[src/hdl/pld_pkg.sv]
// shared types and constants of the paired lz byte decoder
// no dependencies; compile first
package pld_pkg;

   localparam int HISTORY_DEPTH_DEF = 256;
   localparam int BYTE_W            = 8;
   localparam int COUNT_W           = 16;
   localparam int TOTAL_W           = COUNT_W + 1;
   localparam int RUN_W             = 4;
   localparam int DIST_W            = 9;
   localparam int DBITS_W           = 7;
   localparam int CSR_ADDR_W        = 3;
   localparam int CSR_DATA_W        = 32;

   localparam logic [RUN_W-1:0]   LEN_BIAS            = RUN_W'(2);
   localparam logic [DIST_W-1:0]  DIST_BIAS           = DIST_W'(1);
   localparam logic [BYTE_W-1:0]  LITERAL_BIAS_RESET  = '0;
   localparam logic [COUNT_W-1:0] OUTPUT_LENGTH_RESET = 16'hFFFF;

   // register index codes
   localparam logic REG_LITERAL_BIAS  = 1'b0;
   localparam logic REG_OUTPUT_LENGTH = 1'b1;

   typedef enum logic [2:0] {
      ST_CLEAR,
      ST_IDLE,
      ST_LIT,
      ST_READ,
      ST_WRITE
   } state_type;

   typedef enum logic [1:0] {
      PH_FIRST  = 2'd0,
      PH_PACKED = 2'd1,
      PH_SECOND = 2'd2
   } phase_type;

endpackage

[src/hdl/pld_if.sv]
// transfer channels of the paired lz byte decoder
// depends on pld_pkg
interface pld_req_if;
   import pld_pkg::*;
   logic              valid;
   logic              ready;
   logic [BYTE_W-1:0] source_byte;
   modport source (output valid, output source_byte, input ready);
   modport sink (input valid, input source_byte, output ready);
endinterface

interface pld_rsp_if;
   import pld_pkg::*;
   logic              valid;
   logic              ready;
   logic [BYTE_W-1:0] out_byte;
   logic              last_of_run;
   logic              block_done;
   modport source (output valid, output out_byte, output last_of_run, output block_done,
                   input ready);
   modport sink (input valid, input out_byte, input last_of_run, input block_done,
                 output ready);
endinterface

[src/hdl/paired_lz_byte_decoder_top.sv]
// paired lz byte decoder: byte-serial lz decoder with a history ring memory
// depends on pld_pkg and the channel interfaces in pld_if
//
//   channel | dir | handshake              | payload
//   req     | in  | valid / ready          | source_byte
//   rsp     | out | valid / ready          | out_byte, last_of_run, block_done
//   csr     | in  | psel / penable / pready| paddr, pwdata, prdata
//
// a control byte that waits for its packed byte only moves the phase on, a literal
// passes through ST_LIT, and each copied byte is a ring read then a ring write
// after reset a clearing pass zeroes the ring, with req.ready low
// a full output register that is not taken stalls the copy or literal in place
module paired_lz_byte_decoder_top #(
   parameter int HISTORY_DEPTH = pld_pkg::HISTORY_DEPTH_DEF
) (
   input  logic                            clock,
   input  logic                            reset,
   pld_req_if.sink                         req,
   pld_rsp_if.source                       rsp,
   input  logic                            csr_psel,
   input  logic                            csr_penable,
   input  logic                            csr_pwrite,
   input  logic [pld_pkg::CSR_ADDR_W-1:0]  csr_paddr,
   input  logic [pld_pkg::CSR_DATA_W-1:0]  csr_pwdata,
   output logic [pld_pkg::CSR_DATA_W-1:0]  csr_prdata,
   output logic                            csr_pready
);
   import pld_pkg::*;

   localparam int IDX_W = $clog2(HISTORY_DEPTH);
   localparam int EXT_W = IDX_W + 1;
   localparam logic [IDX_W-1:0] IDX_LAST  = IDX_W'(HISTORY_DEPTH - 1);
   localparam logic [EXT_W-1:0] DEPTH_EXT = EXT_W'(HISTORY_DEPTH);

   logic [BYTE_W-1:0] ring_mem [HISTORY_DEPTH];

   state_type          state_ff, state_in;
   phase_type          phase_ff, phase_in;
   phase_type          next_phase_ff, next_phase_in;
   logic [DBITS_W-1:0] held_dist_ff, held_dist_in;
   logic [BYTE_W-1:0]  held_packed_ff, held_packed_in;
   logic [IDX_W-1:0]   wr_idx_ff, wr_idx_in;
   logic [IDX_W-1:0]   src_ff, src_in;
   logic [IDX_W-1:0]   clr_idx_ff, clr_idx_in;
   logic [COUNT_W-1:0] produced_ff, produced_in;
   logic [TOTAL_W-1:0] run_count_ff, run_count_in;
   logic [RUN_W-1:0]   remaining_ff, remaining_in;
   logic [BYTE_W-1:0]  lit_val_ff, lit_val_in;
   logic [BYTE_W-1:0]  bias_ff, bias_in;
   logic [COUNT_W-1:0] length_ff, length_in;
   logic [BYTE_W-1:0]  rd_data_ff;
   logic               rsp_valid_ff, rsp_valid_in;
   logic [BYTE_W-1:0]  out_byte_ff, out_byte_in;
   logic               last_ff, last_in;
   logic               done_ff, done_in;

   logic [BYTE_W-1:0]  in_byte;
   logic               accept;
   logic               out_free;
   logic               emit;
   logic               run_last;
   logic               run_done;
   logic [TOTAL_W-1:0] run_total;
   logic [BYTE_W-1:0]  emit_byte;
   logic [RUN_W-1:0]   len_first, len_second, copy_len;
   logic [DIST_W-1:0]  dist_first, dist_second, copy_dist;
   logic [EXT_W-1:0]   wr_ext, dist_ext;
   logic [IDX_W-1:0]   src_start;
   logic [BYTE_W-1:0]  literal_out;
   logic               mem_we;
   logic [IDX_W-1:0]   mem_wa;
   logic [BYTE_W-1:0]  mem_wd;
   logic               cfg_we;
   logic               csr_index;

   // configuration port
   assign csr_pready = 1'b1;
   assign csr_index  = csr_paddr[CSR_ADDR_W-1];
   assign cfg_we     = csr_psel && csr_penable && csr_pwrite;
   assign csr_prdata = (csr_index == REG_OUTPUT_LENGTH) ? CSR_DATA_W'(length_ff)
                                                        : CSR_DATA_W'(bias_ff);

   // decode of the incoming byte
   assign in_byte     = req.source_byte;
   assign accept      = req.valid && req.ready;
   assign len_first   = RUN_W'(in_byte[7:5]) + LEN_BIAS;
   assign len_second  = RUN_W'(held_packed_ff[3:1]) + LEN_BIAS;
   assign dist_first  = {held_dist_ff, in_byte[4]} + DIST_BIAS;
   assign dist_second = {in_byte[DBITS_W-1:0], held_packed_ff[0]} + DIST_BIAS;
   assign copy_len    = (phase_ff == PH_PACKED) ? len_first : len_second;
   assign copy_dist   = (phase_ff == PH_PACKED) ? dist_first : dist_second;
   assign wr_ext      = EXT_W'(wr_idx_ff);
   assign dist_ext    = EXT_W'(copy_dist);
   assign src_start   = (wr_ext >= dist_ext) ? IDX_W'(wr_ext - dist_ext)
                                             : IDX_W'(wr_ext + DEPTH_EXT - dist_ext);
   assign literal_out = (in_byte == '0) ? '0 : in_byte + bias_ff;

   // emission of one result byte
   assign out_free  = !rsp_valid_ff || rsp.ready;
   assign emit      = out_free && (state_ff == ST_LIT || state_ff == ST_WRITE);
   assign emit_byte = (state_ff == ST_LIT) ? lit_val_ff : rd_data_ff;
   assign run_last  = (state_ff == ST_LIT) || (remaining_ff == RUN_W'(1));
   assign run_total = run_count_ff + TOTAL_W'(1);
   assign run_done  = run_last && (run_total >= TOTAL_W'(length_ff));

   assign req.ready       = (state_ff == ST_IDLE);
   assign rsp.valid       = rsp_valid_ff;
   assign rsp.out_byte    = out_byte_ff;
   assign rsp.last_of_run = last_ff;
   assign rsp.block_done  = done_ff;

   // next state
   always_comb begin
      state_in = state_ff;
      unique case (state_ff)
         ST_CLEAR: begin
            if (clr_idx_ff == IDX_LAST) state_in = ST_IDLE;
         end
         ST_IDLE: begin
            if (accept) begin
               priority if (phase_ff == PH_PACKED) state_in = ST_READ;
               else if (!in_byte[7])               state_in = ST_LIT;
               else if (phase_ff == PH_SECOND)     state_in = ST_READ;
               else                                state_in = ST_IDLE;
            end
         end
         ST_LIT: begin
            if (out_free) state_in = ST_IDLE;
         end
         ST_READ: begin
            state_in = ST_WRITE;
         end
         ST_WRITE: begin
            if (out_free) state_in = run_last ? ST_IDLE : ST_READ;
         end
         default: begin
            state_in = ST_IDLE;
         end
      endcase
   end

   // datapath and register updates
   always_comb begin
      phase_in       = phase_ff;
      next_phase_in  = next_phase_ff;
      held_dist_in   = held_dist_ff;
      held_packed_in = held_packed_ff;
      wr_idx_in      = wr_idx_ff;
      src_in         = src_ff;
      clr_idx_in     = clr_idx_ff;
      produced_in    = produced_ff;
      run_count_in   = run_count_ff;
      remaining_in   = remaining_ff;
      lit_val_in     = lit_val_ff;
      bias_in        = bias_ff;
      length_in      = length_ff;
      rsp_valid_in   = rsp_valid_ff && !rsp.ready;
      out_byte_in    = out_byte_ff;
      last_in        = last_ff;
      done_in        = done_ff;
      mem_we         = 1'b0;
      mem_wa         = wr_idx_ff;
      mem_wd         = emit_byte;

      if (cfg_we) begin
         if (csr_index == REG_OUTPUT_LENGTH) length_in = csr_pwdata[COUNT_W-1:0];
         else                                bias_in   = csr_pwdata[BYTE_W-1:0];
      end

      if (state_ff == ST_CLEAR) begin
         mem_we     = 1'b1;
         mem_wa     = clr_idx_ff;
         mem_wd     = '0;
         clr_idx_in = (clr_idx_ff == IDX_LAST) ? '0 : clr_idx_ff + IDX_W'(1);
      end

      if (accept) begin
         priority if (phase_ff == PH_PACKED) begin
            held_packed_in = in_byte;
            remaining_in   = copy_len;
            src_in         = src_start;
            run_count_in   = TOTAL_W'(produced_ff);
            next_phase_in  = PH_SECOND;
         end else if (!in_byte[7]) begin
            lit_val_in    = literal_out;
            run_count_in  = TOTAL_W'(produced_ff);
            next_phase_in = (phase_ff == PH_SECOND) ? PH_SECOND : PH_FIRST;
         end else if (phase_ff == PH_SECOND) begin
            held_dist_in  = in_byte[DBITS_W-1:0];
            remaining_in  = copy_len;
            src_in        = src_start;
            run_count_in  = TOTAL_W'(produced_ff);
            next_phase_in = PH_FIRST;
         end else begin
            held_dist_in = in_byte[DBITS_W-1:0];
            phase_in     = PH_PACKED;
         end
      end

      if (emit) begin
         mem_we       = 1'b1;
         wr_idx_in    = (wr_idx_ff == IDX_LAST) ? '0 : wr_idx_ff + IDX_W'(1);
         src_in       = (src_ff == IDX_LAST) ? '0 : src_ff + IDX_W'(1);
         remaining_in = remaining_ff - RUN_W'(1);
         run_count_in = run_total;
         rsp_valid_in = 1'b1;
         out_byte_in  = emit_byte;
         last_in      = run_last;
         done_in      = run_done;
         if (run_last) begin
            if (run_done) begin
               produced_in = '0;
               phase_in    = PH_FIRST;
            end else begin
               produced_in = run_total[COUNT_W-1:0];
               phase_in    = next_phase_ff;
            end
         end
      end
   end

   always_ff @(posedge clock) begin
      if (reset) begin
         state_ff       <= ST_CLEAR;
         phase_ff       <= PH_FIRST;
         held_dist_ff   <= '0;
         held_packed_ff <= '0;
         wr_idx_ff      <= '0;
         clr_idx_ff     <= '0;
         produced_ff    <= '0;
         bias_ff        <= LITERAL_BIAS_RESET;
         length_ff      <= OUTPUT_LENGTH_RESET;
         rsp_valid_ff   <= 1'b0;
      end else begin
         state_ff       <= state_in;
         phase_ff       <= phase_in;
         held_dist_ff   <= held_dist_in;
         held_packed_ff <= held_packed_in;
         wr_idx_ff      <= wr_idx_in;
         clr_idx_ff     <= clr_idx_in;
         produced_ff    <= produced_in;
         bias_ff        <= bias_in;
         length_ff      <= length_in;
         rsp_valid_ff   <= rsp_valid_in;
      end
   end

   always_ff @(posedge clock) begin
      next_phase_ff <= next_phase_in;
      src_ff        <= src_in;
      run_count_ff  <= run_count_in;
      remaining_ff  <= remaining_in;
      lit_val_ff    <= lit_val_in;
      out_byte_ff   <= out_byte_in;
      last_ff       <= last_in;
      done_ff       <= done_in;
   end

   // history ring
   always_ff @(posedge clock) begin
      if (mem_we) ring_mem[mem_wa] <= mem_wd;
   end

   always_ff @(posedge clock) begin
      if (state_ff == ST_READ) rd_data_ff <= ring_mem[src_ff];
   end

`ifndef SYNTH
   a_done_on_last: assert property (@(posedge clock) disable iff (reset)
      rsp.valid && rsp.block_done |-> rsp.last_of_run)
      else $error("block_done without last_of_run");

   a_copy_not_empty: assert property (@(posedge clock) disable iff (reset)
      (state_ff == ST_READ || state_ff == ST_WRITE) |-> remaining_ff != '0)
      else $error("copy running with no bytes left");

   a_packed_starts_copy: assert property (@(posedge clock) disable iff (reset)
      accept && phase_ff == PH_PACKED |=> state_ff == ST_READ)
      else $error("packed byte did not start a copy");

   a_block_restart: assert property (@(posedge clock) disable iff (reset)
      emit && run_done |=> produced_ff == '0 && phase_ff == PH_FIRST && rsp.block_done)
      else $error("block end did not restart decoding");
`endif

endmodule

[src/flat_wrapper.sv]
// flat-port wrapper written by rule: the top's interface ports become plain ports
module paired_lz_byte_decoder_top_flat import pld_pkg::*;
#(
   parameter int HISTORY_DEPTH = pld_pkg::HISTORY_DEPTH_DEF
)
  (clock, reset, csr_psel, csr_penable, csr_pwrite, csr_paddr, csr_pwdata, csr_prdata, csr_pready, req_valid, req_source_byte, req_ready, rsp_valid, rsp_out_byte, rsp_last_of_run, rsp_block_done, rsp_ready);
  pld_req_if req_i ();
  pld_rsp_if rsp_i ();
  input  logic clock;
  input  logic reset;
  input  logic csr_psel;
  input  logic csr_penable;
  input  logic csr_pwrite;
  input  logic [pld_pkg::CSR_ADDR_W-1:0] csr_paddr;
  input  logic [pld_pkg::CSR_DATA_W-1:0] csr_pwdata;
  output logic [pld_pkg::CSR_DATA_W-1:0] csr_prdata;
  output logic csr_pready;
  input wire logic [$bits(req_i.valid)-1:0] req_valid;
  input wire logic [$bits(req_i.source_byte)-1:0] req_source_byte;
  output wire logic [$bits(req_i.ready)-1:0] req_ready;
  output wire logic [$bits(rsp_i.valid)-1:0] rsp_valid;
  output wire logic [$bits(rsp_i.out_byte)-1:0] rsp_out_byte;
  output wire logic [$bits(rsp_i.last_of_run)-1:0] rsp_last_of_run;
  output wire logic [$bits(rsp_i.block_done)-1:0] rsp_block_done;
  input wire logic [$bits(rsp_i.ready)-1:0] rsp_ready;
  assign req_i.valid = req_valid;
  assign req_i.source_byte = req_source_byte;
  assign req_ready = req_i.ready;
  assign rsp_valid = rsp_i.valid;
  assign rsp_out_byte = rsp_i.out_byte;
  assign rsp_last_of_run = rsp_i.last_of_run;
  assign rsp_block_done = rsp_i.block_done;
  assign rsp_i.ready = rsp_ready;
  paired_lz_byte_decoder_top #(.HISTORY_DEPTH(HISTORY_DEPTH)) u_core (.clock(clock), .reset(reset), .req(req_i), .rsp(rsp_i), .csr_psel(csr_psel), .csr_penable(csr_penable), .csr_pwrite(csr_pwrite), .csr_paddr(csr_paddr), .csr_pwdata(csr_pwdata), .csr_prdata(csr_prdata), .csr_pready(csr_pready));
endmodule
[config.mk]
export PLATFORM = sky130hd
export DESIGN_NAME = paired_lz_byte_decoder_top_flat
export DESIGN_NICKNAME = d
export VERILOG_FILES = /design/src/hdl/pld_pkg.sv /design/src/hdl/pld_if.sv /design/src/hdl/paired_lz_byte_decoder_top.sv /design/src/flat_wrapper.sv
export SDC_FILE = /design/constraint.sdc
export NUM_CORES = 2
export LEC_CHECK = 0
export BUFFER_PORTS_ARGS = -buffer_cell sky130_fd_sc_hd__buf_2
export CAP_MARGIN = 20
export CORE_MARGIN = 3
export CORE_UTILIZATION = 35
export CTS_BUF_LIST = sky130_fd_sc_hd__clkbuf_4
export CTS_CLUSTER_DIAMETER = 50
export DETAILED_ROUTE_END_ITERATION = 12
export GPL_TIMING_DRIVEN = 1
export HOLD_SLACK_MARGIN = 0.12
export PLACE_DENSITY_LB_ADDON = 0.1
export SLEW_MARGIN = 40
export SYNTH_ARGS = -nofsm -noshare
export SYNTH_HDL_FRONTEND = slang
export SYNTH_SLANG_ARGS = --single-unit
export TNS_END_PERCENT = 100
[constraint.sdc]
create_clock -name clock -period 5.1 [get_ports clock]
set_clock_uncertainty 0.05 [all_clocks]
set_input_delay 0 -clock clock [delete_from_list [all_inputs] [get_ports clock]]
set_output_delay 0 -clock clock [all_outputs]
set_load 0.02 [all_outputs]
==> summary.md <==
| Metric | Value |
|---|---|
| # DRC | `4` |
| Final Core Density | `41.2%` |
| Leakage dissipation | `34.3 nW` |
| Worst Tran Pin Value | `0.935 ns` |
| Async SR Flop Fraction | `0%` |
| Number of global-route vias before repair | `50509` |
| Unrepaired setup endpoints after global routing | `false` |
| Setup slack on the worst flop-to-flop path | `0.93 ns` |
| Endpoints failing hold | `0` |
| Data arrival time at the worst-slack endpoint | `5.31 ns` |
| Met2 wire len | `126000 µm` |
| Number of vias in the routed layout | `49227` |
| Total track usage | `20.6%` |
| Most frequent cells in the layout | `2104 x edfxtp_1, 881 x clkbuf_4, 390 x mux2i_1` |
| Area growth from synthesis to layout | `16.3%` |
| Total negative slack | `0 ns` |
| Final worst path period need | `4.17 ns` |
| Dominant synthesized flop cell | `edfxtp_1` |
| Largest net degree at the start of global routing | `173` |
| Max frequency | `240 MHz` |
| Warnings from Yosys | `0` |
| Power density relative to cell area | `377 nW/µm²` |
| Total global routing overflow | `0` |
| Worst Hold Slack | `0.358 ns` |
| Number of maximum-capacitance constraint violations | `0` |
| Instance count after placement with tap cells included | `8163` |
| Worst relative slew slack | `37.0%` |
| First-pass iteration count of the detailed router | `9` |
| Category of the most critical setup path | `flop to flop` |
| Outcome | `complete, but fails checks` |
| Std-Cell Core Area | `247000 µm²` |
| Clock Path Buffers | `4` |
| Wire length the detailed router placed on met1 | `118000 µm` |
| Wirelength per Cell | `28.7 µm` |
| Required time of the critical path | `6.24 ns` |
| Mapped Avg Cell Area | `18.0 µm²` |
| Period Utilization, post-route | `81.8%` |
| Top-level port count | `95` |
| Die H | `506 µm` |
| Design Power | `0.0384 W` |
| IO buf count | `59` |
| Number of antenna violations at the first check in global routing | `9` |
| Root Buffer Master | `clkbuf_4` |
| Count of different cell masters after synthesis | `72` |
| Maximum fanout along the worst path | `30` |
| Cts bufs inserted | `608` |
| Layout fillers | `22617` |
| IR Drop Worst-Case VDD | `0.000246 V` |
| Drt via density | `5.28` |
| Starting density of the core | `35.4%` |
| Uppermost routed layer | `met4` |
| Kind of path behind the tightest hold check | `flop to flop` |
| Clock-pin slew on the worst setup and hold paths | `0.06 ns` |
| Post-route insts no fill | `9325` |
| Sequential-to-total area share from yosys stat | `73.9%` |
| Worst reg2reg path depth | `9` |
| Final antenna-violating net count | `0` |
| Share of cells above drive strength 1 | `29.4%` |
| Critical Path Sink Type | `flop` |
| Most common cell after layout, fill and taps aside | `edfxtp_1` |
| Die footprint | `256000 µm²` |
| TritonCTS clock tree | `yes` |
| Post-synthesis cell count | `4859` |
| Nature of the critical path startpoint | `flop` |
| Number of cells upsized or downsized after cts | `0` |
| Number of nets in the finished design | `5690` |
| Routed met3 length | `15800 µm` |
| Post-detailed-routing wire length | `267000 µm` |
| Hold-critical path depth | `1` |
| Final max-slew violation count | `0` |
| HPWL Detailed | `162000 µm` |
| Cell row count | `182` |
| First-pass GRT wire length | `379000 µm` |
| Failing checks | `design-rule violations` |
| Count of flip-flops with a built-in enable after synthesis | `2104` |
| Die W | `506 µm` |
| Clock sinks | `2177` |
| Post-synthesis instance area | `87500 µm²` |
| Count of final setup violators | `0` |
| Area used by sequential logic in the layout | `64600 µm²` |
| Routability congestion estimate from global placement | `0.857` |
| Multi-input gate area | `21500 µm²` |
| Flip-flop and latch count after synthesis | `2177` |
| Clock insertion delay at the later pin of the skew report | `1.36 ns` |
| Number of DRC markers in iteration 0 | `4121` |
| Level count of the clock H-tree | `6` |
==> flip-flops by register name (all words and copies together), names as in the netlist, 2 cells and up <==
name / flops
u_core.bias_ff: 8
u_core.clr_idx_ff: 8
u_core.held_dist_ff: 7
u_core.held_packed_ff: 4
u_core.length_ff: 16
u_core.lit_val_ff: 8
u_core.phase_ff: 2
u_core.produced_ff: 16
u_core.rd_data_ff: 8
u_core.remaining_ff: 4
u_core.ring_mem: 2048
u_core.rsp.out_byte: 8
u_core.run_count_ff: 17
u_core.src_ff: 8
u_core.state_ff: 3
u_core.wr_idx_ff: 8
==> Yosys cell counts (46+ instances only) <==
cell      instances  share of area, %
nand2_1         214              0.92
o21ai_0          90              0.51
clkbuf_1        146              0.63
o221ai_1        121               1.2
a21oi_1         100              0.57
mux4_2          343               8.8
edfxtp_1       2104                72
nor3_1          107              0.61
nor2_1          388               1.7
mux2i_1         390               4.5
dfxtp_1          73               1.7
inv_1            46              0.20
buf_6            49              0.63
o22ai_1         105              0.75
==> metrics by stage <==
step | instance area [µm²] | worst slack [ns]
floorplan | 87600 | -0.499
global placement | 92400 | 1.01
detailed placement | 92700 | 0.879
CTS | 101000 | 0.878
global route | 102000 | 0.724
finish | 102000 | 0.930
==> area by class of cell <==
cell class	instances	share of cell area [%]
Clock inverter	137	0.819
Tap cell	3312	4.07
Multi-Input combinational cell	2348	21.1
Antenna cell	7	0.0172
Sequential cell	2177	63.5
Timing Repair Buffer	415	3.78
Clock buffer	881	6.50
Inverter	48	0.184
==> per-layer routing <==
| layer | up-vias | GRT usage, % |
|---|---|---|
| li1 | 21520 | - |
| met2 | 1602 | 32.5 |
| met1 | 25680 | 28.5 |
| met5 | - | 0 |
| met3 | 425 | 4.34 |
| met4 | 0 | 6.72 |
==> path summary, 6_finish.rpt <==
| check | startpoint | to |
|---|---|---|
| max reg2reg | u_core.src_ff[0] | u_core.rd_data_ff[2] |
| min reg2reg | u_core.next_phase_ff[1] | u_core.phase_ff[1] |
| max | u_core.src_ff[0] | u_core.rd_data_ff[2] |
| min | u_core.next_phase_ff[1] | u_core.phase_ff[1] |
==> report_power, final <==
group          internal (W)  switching, W
Combinational      0.000505       0.00192
Sequential           0.0203     0.0000563
Clock               0.00842       0.00719
Total                0.0292       0.00917
==> repair_timing <==
action	CTS	global route
hold endpoints to repair	263	0
hold buffers	134	0
buffers inserted	0	0
==> cells by family after synthesis <==
family                     share of synthesized area, %
DFF                                                73.9
buffers and inverters                              2.24
xor gates and xnor gates                          0.490
and+or+nand+nor                                    4.67
adders and majority gates                         0.618
muxes                                              13.6
other                                           0.00858
AOI/OAI and AO/OA                                  4.47
==> critical path, cell delays in order (launching register included) <==
cell       delay [ns]
edfxtp_1         0.57
buf_12           0.28
buf_4            0.55
mux2i_1          0.20
o221ai_1         0.38
a21oi_1          0.31
a2111oi_2        0.59
o2111ai_1        0.25
or4_1            0.58
a211oi_1         0.24
Note: power is estimated with default switching activity, not from simulation.
